## config.mk

```make
export PLATFORM = sky130hd
export DESIGN_NAME = fixed_width_decimal_formatter_core
export DESIGN_NICKNAME = d
export VERILOG_FILES = /design/src/fwdf_pkg.sv /design/src/fwdf_ctrl.sv /design/src/fwdf_dpath.sv /design/src/fixed_width_decimal_formatter_core.sv
export SDC_FILE = /design/constraint.sdc
export NUM_CORES = 1
export LEC_CHECK = 0
export BUFFER_PORTS_ARGS = -buffer_cell sky130_fd_sc_hd__buf_2
export CORE_MARGIN = 5
export CORE_UTILIZATION = 35
export DETAILED_ROUTE_END_ITERATION = 10
export PLACE_DENSITY = 0.56
export SETUP_SLACK_MARGIN = 0.02
export SYNTH_ARGS = -nofsm -noshare
export SYNTH_HDL_FRONTEND = slang
export SYNTH_SLANG_ARGS = --single-unit
```

## constraint.sdc

```tcl
create_clock -name clk -period 5.3 [get_ports clk]
set_input_delay 0 -clock clk [delete_from_list [all_inputs] [get_ports clk]]
set_output_delay 0 -clock clk [all_outputs]
set_load 0.05 [all_outputs]
```

## src/fwdf_pkg.sv

```systemverilog
// shared types and constants of the fixed-width decimal formatter
// no dependencies; imported by the controller, the datapath and the top level
package fwdf_pkg;

  // configuration port
  localparam int CFG_IDX_W  = 1;
  localparam int CFG_DATA_W = 5;
  localparam logic [CFG_IDX_W-1:0] REG_FIELD_WIDTH    = 1'd0;
  localparam logic [CFG_IDX_W-1:0] REG_DECIMAL_PLACES = 1'd1;

  localparam int FW_W = 5;
  localparam int DP_W = 4;
  localparam logic [FW_W-1:0] FIELD_WIDTH_RST    = 5'd8;
  localparam logic [DP_W-1:0] DECIMAL_PLACES_RST = 4'd2;

  // number of entries in the rounding bias table, one per place count
  localparam int NUM_PLACES = 1 << DP_W;

  // ascii codes, low six bits
  localparam int CHAR_W = 6;
  localparam logic [CHAR_W-1:0] CH_SPACE = 6'd32;
  localparam logic [CHAR_W-1:0] CH_MINUS = 6'd45;
  localparam logic [CHAR_W-1:0] CH_POINT = 6'd46;
  localparam logic [CHAR_W-1:0] CH_ZERO  = 6'd48;
  localparam logic [CHAR_W-1:0] CH_NINE  = 6'd57;

  typedef enum logic [1:0] {
    ST_IDLE,
    ST_PREP,
    ST_CONV,
    ST_EMIT
  } fwdf_state_t;

  // controller to datapath
  typedef struct packed {
    logic capture;
    logic prep;
    logic step;
    logic emit;
  } fwdf_cmd_t;

  // datapath to controller
  typedef struct packed {
    logic conv_last;
    logic pos_last;
    logic out_free;
  } fwdf_sts_t;

  // elaboration-time power of ten
  function automatic longint unsigned pow10(int n);
    longint unsigned p;
    p = 64'd1;
    for (int i = 0; i < n; i++) begin
      p = p * 64'd10;
    end
    return p;
  endfunction

endpackage

```

## src/fwdf_ctrl.sv

```systemverilog
// sequencing state machine of the fixed-width decimal formatter
// depends on fwdf_pkg; drives the datapath by command bits, reads its status
module fwdf_ctrl (
  input  logic                  clk,
  input  logic                  rst_n,
  input  logic                  in_valid,
  output logic                  in_ready,
  output fwdf_pkg::fwdf_cmd_t   cmd,
  input  fwdf_pkg::fwdf_sts_t   sts
);
  import fwdf_pkg::*;

  fwdf_state_t state_r, state_nxt;

  always_ff @(posedge clk) begin
    if (!rst_n) begin
      state_r <= ST_IDLE;
    end else begin
      state_r <= state_nxt;
    end
  end

  always_comb begin
    state_nxt = state_r;
    unique case (state_r)
      ST_IDLE: begin
        if (in_valid) state_nxt = ST_PREP;
      end
      ST_PREP: begin
        state_nxt = ST_CONV;
      end
      ST_CONV: begin
        if (sts.conv_last) state_nxt = ST_EMIT;
      end
      ST_EMIT: begin
        if (sts.out_free && sts.pos_last) state_nxt = ST_IDLE;
      end
      default: begin
        state_nxt = ST_IDLE;
      end
    endcase
  end

  always_comb begin
    in_ready    = 1'b0;
    cmd         = '0;
    unique case (state_r)
      ST_IDLE: begin
        in_ready    = 1'b1;
        cmd.capture = in_valid;
      end
      ST_PREP: begin
        cmd.prep = 1'b1;
      end
      ST_CONV: begin
        cmd.step = 1'b1;
      end
      ST_EMIT: begin
        cmd.emit = sts.out_free;
      end
      default: begin
        in_ready = 1'b0;
      end
    endcase
  end

endmodule

```

## src/fwdf_dpath.sv

```systemverilog
// datapath: sign and magnitude, rounding bias, serial binary-to-bcd conversion,
// fraction digit generation and the output word register; depends on fwdf_pkg
module fwdf_dpath #(
  parameter int MAX_WIDTH     = 16,
  parameter int FRACTION_BITS = 24,
  parameter int INTEGER_BITS  = 24
) (
  input  logic                                     clk,
  input  logic                                     rst_n,
  input  logic [fwdf_pkg::FW_W-1:0]                field_width,
  input  logic [fwdf_pkg::DP_W-1:0]                decimal_places,
  input  logic [INTEGER_BITS+FRACTION_BITS-1:0]    in_value,
  input  fwdf_pkg::fwdf_cmd_t                      cmd,
  output fwdf_pkg::fwdf_sts_t                      sts,
  input  logic                                     out_ready,
  output logic                                     out_valid,
  output logic [fwdf_pkg::CHAR_W-1:0]              out_char_code,
  output logic [$clog2(MAX_WIDTH)-1:0]             out_position,
  output logic                                     out_last
);
  import fwdf_pkg::*;

  localparam int VB  = INTEGER_BITS + FRACTION_BITS;
  localparam int FB  = FRACTION_BITS;
  localparam int IB  = INTEGER_BITS;
  localparam int PW  = $clog2(MAX_WIDTH);
  localparam int WW  = $clog2(MAX_WIDTH + 1);
  localparam int CW  = ((WW > DP_W) ? WW : DP_W) + 1;
  localparam int ND  = (IB * 30103) / 100000 + 1;
  localparam int NDW = $clog2(ND + 1);
  localparam int KW  = (WW > NDW) ? WW : NDW;
  localparam int CNW = $clog2(IB);

  // rounding bias table: 0.4 units of the last place
  logic [FB-1:0] bias_tbl [NUM_PLACES];

  genvar gp;
  generate
    for (gp = 0; gp < NUM_PLACES; gp++) begin : g_bias
      localparam longint unsigned P10 = pow10(gp + 1);
      localparam longint unsigned BV  = ((64'd4 << FB) + P10 / 2) / P10;
      assign bias_tbl[gp] = BV[FB-1:0];
    end
  endgenerate

  logic                neg_r;
  logic [VB-1:0]       mag_r;
  logic [WW-1:0]       mid_r;
  logic [PW-1:0]       wlast_r;
  logic [DP_W-1:0]     pl_r;
  logic [IB-1:0]       bin_r;
  logic [ND*4-1:0]     bcd_r;
  logic [FB-1:0]       frac_r;
  logic [CNW-1:0]      cnt_r;
  logic [PW-1:0]       pos_r;
  logic                out_valid_r;
  logic [CHAR_W-1:0]   char_r;
  logic [PW-1:0]       opos_r;
  logic                olast_r;

  // capture: sign, magnitude, field geometry
  logic                neg_c;
  logic [VB-1:0]       mag_c;
  logic [CW-1:0]       w_c;
  logic [CW-1:0]       dp_c;
  logic [CW-1:0]       ng_c;
  logic [CW-1:0]       mid_c;
  logic [CW-1:0]       pl_c;

  always_comb begin
    neg_c = in_value[VB-1];
    mag_c = neg_c ? (~in_value + VB'(1)) : in_value;
    if (field_width == '0) begin
      w_c = CW'(1);
    end else if (int'(field_width) > MAX_WIDTH) begin
      w_c = CW'(MAX_WIDTH);
    end else begin
      w_c = CW'(field_width);
    end
    dp_c = CW'(decimal_places);
    ng_c = CW'(neg_c);
    if (decimal_places == '0) begin
      mid_c = w_c;
      pl_c  = '0;
    end else if (dp_c + ng_c + CW'(1) > w_c) begin
      mid_c = ng_c;
      pl_c  = (w_c > ng_c + CW'(1)) ? (w_c - ng_c - CW'(1)) : '0;
    end else begin
      mid_c = w_c - dp_c - CW'(1);
      pl_c  = dp_c;
    end
  end

  // biased magnitude, cannot overflow since the magnitude is at most half range
  logic [VB-1:0] m_sum;
  assign m_sum = mag_r + VB'(bias_tbl[pl_r]);

  // double-dabble adjust
  logic [ND*4-1:0] bcd_adj;
  always_comb begin
    for (int j = 0; j < ND; j++) begin
      bcd_adj[4*j +: 4] = (bcd_r[4*j +: 4] >= 4'd5) ? (bcd_r[4*j +: 4] + 4'd3)
                                                    : bcd_r[4*j +: 4];
    end
  end

  // significant integer digits, at least one
  logic [NDW-1:0] nd;
  always_comb begin
    nd = NDW'(1);
    for (int j = 1; j < ND; j++) begin
      if (bcd_r[4*j +: 4] != 4'd0) nd = NDW'(j + 1);
    end
  end

  // character for the current position
  logic [WW-1:0]     pos_x;
  logic [WW-1:0]     k;
  logic [KW-1:0]     k_x;
  logic [3:0]        dsel;
  logic              digit_ok;
  logic              lead;
  logic [FB+3:0]     frac_x10;
  logic [CHAR_W-1:0] char_c;

  always_comb begin
    pos_x    = WW'(pos_r);
    k        = mid_r - WW'(1) - pos_x;
    k_x      = KW'(k);
    digit_ok = k_x < KW'(nd);
    lead     = (k_x == KW'(nd)) || ((pos_x == '0) && digit_ok);
    dsel     = 4'd0;
    for (int j = 0; j < ND; j++) begin
      if (k_x == KW'(j)) dsel = bcd_r[4*j +: 4];
    end
    frac_x10 = ({4'b0000, frac_r} << 3) + ({4'b0000, frac_r} << 1);
    if (pos_x == mid_r) begin
      char_c = CH_POINT;
    end else if (pos_x > mid_r) begin
      char_c = CH_ZERO + CHAR_W'(frac_x10[FB+3:FB]);
    end else if ((pos_x != '0) && digit_ok) begin
      char_c = CH_ZERO + CHAR_W'(dsel);
    end else if (lead) begin
      if (neg_r) begin
        char_c = CH_MINUS;
      end else if (digit_ok) begin
        char_c = CH_ZERO + CHAR_W'(dsel);
      end else begin
        char_c = CH_SPACE;
      end
    end else begin
      char_c = CH_SPACE;
    end
  end

  always_ff @(posedge clk) begin
    if (cmd.capture) begin
      neg_r   <= neg_c;
      mag_r   <= mag_c;
      mid_r   <= WW'(mid_c);
      wlast_r <= PW'(w_c - CW'(1));
      pl_r    <= DP_W'(pl_c);
    end
    if (cmd.prep) begin
      bin_r  <= m_sum[VB-1:FB];
      frac_r <= m_sum[FB-1:0];
      bcd_r  <= '0;
      cnt_r  <= '0;
      pos_r  <= '0;
    end
    if (cmd.step) begin
      bcd_r <= {bcd_adj[ND*4-2:0], bin_r[IB-1]};
      bin_r <= {bin_r[IB-2:0], 1'b0};
      cnt_r <= cnt_r + CNW'(1);
    end
    if (cmd.emit) begin
      char_r  <= char_c;
      opos_r  <= pos_r;
      olast_r <= (pos_r == wlast_r);
      pos_r   <= pos_r + PW'(1);
      if (pos_x > mid_r) frac_r <= frac_x10[FB-1:0];
    end
  end

  always_ff @(posedge clk) begin
    if (!rst_n) begin
      out_valid_r <= 1'b0;
    end else if (cmd.emit) begin
      out_valid_r <= 1'b1;
    end else if (out_ready) begin
      out_valid_r <= 1'b0;
    end
  end

  assign sts.conv_last = (cnt_r == CNW'(IB - 1));
  assign sts.pos_last  = (pos_r == wlast_r);
  assign sts.out_free  = !out_valid_r || out_ready;

  assign out_valid     = out_valid_r;
  assign out_char_code = char_r;
  assign out_position  = opos_r;
  assign out_last      = olast_r;

  // a word is only loaded into a free output slot
  a_emit_free: assert property (@(posedge clk) disable iff (!rst_n)
    !(cmd.emit && out_valid_r && !out_ready))
    else $error("word loaded over a pending word");

  // converted integer digits are valid bcd
  a_bcd_digit: assert property (@(posedge clk) disable iff (!rst_n)
    (cmd.emit && (pos_x < mid_r) && digit_ok) |-> (dsel <= 4'd9))
    else $error("integer digit out of bcd range");

  // the point never lies beyond the field's right edge plus one
  a_mid_range: assert property (@(posedge clk) disable iff (!rst_n)
    cmd.capture |=> (mid_r <= WW'(wlast_r) + WW'(1)))
    else $error("point position beyond field");

  // every emitted character code lies between space and nine
  a_char_range: assert property (@(posedge clk) disable iff (!rst_n)
    cmd.emit |-> ((char_c >= CH_SPACE) && (char_c <= CH_NINE)))
    else $error("character code out of range");

endmodule

```

## src/fixed_width_decimal_formatter_core.sv

```systemverilog
// top level of the fixed-width decimal formatter
// depends on fwdf_pkg, fwdf_ctrl and fwdf_dpath; holds the configuration registers
//
// Formats one signed fixed-point value (INTEGER_BITS.FRACTION_BITS, two's
// complement) into a right-aligned ASCII field of field_width characters and
// sends it out one word per character, from position 0 upward, with last set
// on the rightmost one. Each value is captured, gets the rounding bias added,
// passes bit-serially through the binary-to-bcd converter and then leaves one
// character at a time through the single output register, which holds a word
// until out_ready takes it. in_ready is high only between values; the last
// character may still wait in the output register while the next value is
// taken. field_width 0 acts as 1 and widths above MAX_WIDTH act as MAX_WIDTH.
// Change the configuration only while no value is in flight.
module fixed_width_decimal_formatter_core #(
  parameter int MAX_WIDTH     = 16,
  parameter int FRACTION_BITS = 24,
  parameter int INTEGER_BITS  = 24
) (
  input  logic                                   clk,
  input  logic                                   rst_n,
  // configuration write port
  input  logic                                   cfg_we,
  input  logic [fwdf_pkg::CFG_IDX_W-1:0]         cfg_index,
  input  logic [fwdf_pkg::CFG_DATA_W-1:0]        cfg_wdata,
  // input words
  input  logic                                   in_valid,
  output logic                                   in_ready,
  input  logic [INTEGER_BITS+FRACTION_BITS-1:0]  in_value,
  // result words, one per character
  output logic                                   out_valid,
  input  logic                                   out_ready,
  output logic [fwdf_pkg::CHAR_W-1:0]            out_char_code,
  output logic [$clog2(MAX_WIDTH)-1:0]           out_position,
  output logic                                   out_last
);
  import fwdf_pkg::*;

  // configuration registers
  logic [FW_W-1:0] field_width_r;
  logic [DP_W-1:0] decimal_places_r;

  always_ff @(posedge clk) begin
    if (!rst_n) begin
      field_width_r    <= FIELD_WIDTH_RST;
      decimal_places_r <= DECIMAL_PLACES_RST;
    end else if (cfg_we) begin
      unique case (cfg_index)
        REG_FIELD_WIDTH: begin
          field_width_r <= cfg_wdata[FW_W-1:0];
        end
        REG_DECIMAL_PLACES: begin
          decimal_places_r <= cfg_wdata[DP_W-1:0];
        end
        default: begin
          field_width_r <= field_width_r;
        end
      endcase
    end
  end

  fwdf_cmd_t cmd;
  fwdf_sts_t sts;

  // sequencer: idle, bias add, conversion, character output
  fwdf_ctrl u_ctrl (
    .clk      (clk),
    .rst_n    (rst_n),
    .in_valid (in_valid),
    .in_ready (in_ready),
    .cmd      (cmd),
    .sts      (sts)
  );

  // arithmetic and character selection, plus the output word register
  fwdf_dpath #(
    .MAX_WIDTH     (MAX_WIDTH),
    .FRACTION_BITS (FRACTION_BITS),
    .INTEGER_BITS  (INTEGER_BITS)
  ) u_dpath (
    .clk            (clk),
    .rst_n          (rst_n),
    .field_width    (field_width_r),
    .decimal_places (decimal_places_r),
    .in_value       (in_value),
    .cmd            (cmd),
    .sts            (sts),
    .out_ready      (out_ready),
    .out_valid      (out_valid),
    .out_char_code  (out_char_code),
    .out_position   (out_position),
    .out_last       (out_last)
  );

endmodule
```

==> flow_metrics.py <==
metrics = {
    "run_status": {
        "outcome": "finished clean",
    },
    "yosys": {
        "yosys.area.top_type": "edfxtp_1",
        "async_reset_ff_share_pct": 0,
        "ys_warn_count": 0,
        "synth_flop_cell": "edfxtp_1",
        "synth-seq-cells": 173,
        "avgSynthCellArea_sq_um": 9.60,
        "yosys-top-cells-area": "edfxtp_1, ha_1, xnor2_1",
        "syn-num-nets": 1450,
        "synth_top_area_share_pct": 33.1,
        "ys_seq_area_share_pct": 39.1,
        "synth-edff-count": 136,
        "synth_cells": 1284,
        "synth_cell_type_count": 73,
        "syn-cell-area_sq_mm": 0.0123,
    },
    "die": {
        "die_area_sq_mm": 0.0391,
        "fp.dieH_microns": 198,
        "io_pins": 72,
        "die_w_microns": 198,
        "core_area_sq_mm": 0.0346,
        "num_rows": 68,
        "start_util_pct": 35.6,
    },
    "setup_path": {
        "cp_max_fo": 8,
        "end_kind": "register",
        "crit_start": "u_dpath.pos_r[0]$_SDFFCE_PN0P_",
        "crit_path_end": "u_dpath.out_char_code[3]$_SDFFCE_PP1P_",
        "start_kind": "register",
        "r2r-start": "u_dpath.pos_r[0]$_SDFFCE_PN0P_",
        "r2r_end": "u_dpath.out_char_code[3]$_SDFFCE_PP1P_",
        "r2r_setup_slack_ns": 0.99,
        "worstPathArrival_ns": 4.49,
        "critPathRequiredTime_ns": 5.48,
        "reg2regPathDepth": 14,
        "crit_type": "reg2reg",
    },
    "drt": {
        "finalWirelength_microns": 28200,
        "wl_met1_microns": 13900,
        "routed.top_layer": "met4",
        "route.detailed.drc": 0,
        "avgViaCountPerCell": 5.18,
        "wire_per_inst_microns": 15.0,
        "vias": 9749,
        "wl_met3_microns": 783,
        "first_pass_iters": 5,
        "wl_met2_microns": 13300,
        "drtIter0Drc": 537,
        "ant_nets": 0,
    },
    "clock_network": {
        "cts_buffers": 17,
        "clkLatencyLatePin_ns": 0.44,
        "clkSinkCount": 173,
        "cts-root-buf": "clkbuf_16",
        "htreeDepth": 4,
        "cts_max_path_buffers": 2,
        "cts_tree": "yes",
        "cts.clk_slew.worst_paths_ns": 0.07,
    },
    "sta": {
        "final.setup_skew_ns": 0.00741,
        "setup_violations": 0,
        "worst_hold_slack_ns": 0.0267,
        "finalHoldViolCount": 0,
        "fin_ws_ns": 0.985,
        "tns_ns": 0,
        "drv_slew": 0,
        "finalCriticalPeriod_ns": 4.31,
        "max_freq_ghz": 0.232,
        "fin_crit_sh_pct": 81.4,
        "worst_slew_pin_slew_ns": 1.12,
        "maxSlewHeadroom_pct": 24.4,
        "rsz0062_at_grt": "no",
    },
    "placed_design": {
        "dp_cells": 1776,
        "dp_slack_ns": 1.02,
        "place_hpwl_microns": 20600,
        "gp_congestion": 0.828,
        "numPortBuffers": 70,
    },
    "layout": {
        "nets": 1579,
        "num_antenna_cells": 0,
        "stdcell_count": 1881,
        "area_growth_pct": 17.6,
        "drive_above_1_share_pct": 10.2,
        "final_common_cell": "edfxtp_1",
        "fill_cells": 3363,
        "final_cell_mix": "edfxtp_1, nand2_1, ha_1, xnor2_1, a21oi_1",
    },
    "global_routing": {
        "grt_pass1_wl_microns": 47400,
        "grt_pass1_vias": 9456,
        "grt.overflow.total": 0,
        "antenna_found_initial": 0,
        "track_usage_pct": 14.5,
        "grt_start_max_net_pins": 63,
    },
    "min_path": {
        "hold_path_class": "in2reg",
        "hold-path-cell-count": 3,
    },
    "run": {
        "max_cap_violations": 0,
    },
    "pwr": {
        "ir_drop_mv": 0.257,
        "power_density_mw_per_mm2": 557,
        "leakage_nw": 5.57,
    },
}
-- how the worst min path moves through the flow --
| stage | slack, ns | endpoint | start |
|---|---|---|---|
| after floorplan | 0.1 | u_dpath.mag_r[0]$_DFFE_PP_ | in_value[0] |
| after global placement | 0.23 | u_dpath.mag_r[0]$_DFFE_PP_ | in_value[0] |
| after detailed placement | 0.24 | u_dpath.mag_r[0]$_DFFE_PP_ | in_value[0] |
| after CTS | 0.003 | u_dpath.mag_r[1]$_DFFE_PP_ | in_value[1] |
| after global routing | 0.009 | u_dpath.mag_r[1]$_DFFE_PP_ | in_value[1] |
| final | 0.03 | u_dpath.mag_r[1]$_DFFE_PP_ | in_value[1] |
-- state kept, by name (all words and copies together) (netlist names) --
signal,cells
decimal_places_r,4
field_width_r,5
u_ctrl.state_r,2
u_dpath.bcd_r,32
u_dpath.bin_r,24
u_dpath.cnt_r,5
u_dpath.frac_r,24
u_dpath.mag_r,48
u_dpath.mid_r,5
u_dpath.neg_r,1
u_dpath.out_char_code,5
u_dpath.out_last,1
u_dpath.out_position,4
u_dpath.out_valid,1
u_dpath.pl_r,4
u_dpath.pos_r,4
u_dpath.wlast_r,4
-- synth_stat cells, types with 30 or more instances --
library cell and n:
nor2_1 72, a21oi_1 84, dfxtp_1 37, nand2_1 123, o21ai_0 74, xnor2_1 93, inv_1 74, and2_1 30
clkbuf_1 38, edfxtp_1 136, nand3_1 31, xor2_1 37, ha_1 103
-- metrics by stage --
stage	power, mW	util [%]	area [sq um]
after floorplan	5.75	-	12300
after global placement	6.70	38.0	13200
after detailed placement	6.75	38.0	13200
after CTS	8.13	41.9	14500
after global routing	8.78	41.9	14500
final	8.08	41.9	14500
-- layout make-up --
class | instances | area, sq um | area share [%]
Clock buffer | 19 | 433 | 2.99
Tap cell | 455 | 569 | 3.93
Clock inverter | 13 | 165 | 1.14
Multi-Input combinational cell | 994 | 7070 | 48.8
Sequential cell | 173 | 4820 | 33.3
Inverter | 74 | 278 | 1.92
Timing Repair Buffer | 153 | 1160 | 7.97
-- cell families (layout without fill, tap and decap cells) --
kind of cell | count (synthesis) | in the layout | synth area share (%)
buf+inv | 117 | 259 | 3.59
other cells | 1 | 1 | 0.0304
fa+ha+maj | 107 | 107 | 11.1
flops | 173 | 173 | 39.1
mux | 29 | 29 | 3.08
simple gates | 405 | 405 | 17.0
xor+xnor | 130 | 130 | 9.24
compound gates | 322 | 322 | 16.8
-- metal layers --
layer | track usage (%) | vias to the layer above
met5 | 0 | -
met2 | 24.4 | 162
li1 | - | 4970
met4 | 3.95 | 0
met3 | 1.65 | 19
met1 | 19.9 | 4598
-- what timing repair did --
action,CTS,global route
hold buffers,73,0
endpoints found under the hold margin,59,0
setup buffers,0,0
resized for setup,0,0
-- where the power goes --
| group | switching, mW | internal, mW | total [mW] |
|---|---|---|---|
| clock | 0.549 | 0.746 | 1.30 |
| combinational | 2.39 | 1.74 | 4.13 |
| sequential | 0.460 | 2.20 | 2.66 |
-- worst max-delay path: stages, from the launching register on --
cell,delay [ns]
edfxtp_1,0.47
inv_1,0.15
ha_1,0.20
inv_1,0.06
fa_1,0.40
xor2_1,0.54
inv_1,0.10
ha_1,0.33
a21oi_1,0.18
o22ai_1,0.10
nor4_1,0.60
mux2_2,0.43
a21oi_1,0.14
nor4_1,0.05
or3_1,0.31
Note: power is estimated with default switching activity, not from simulation.
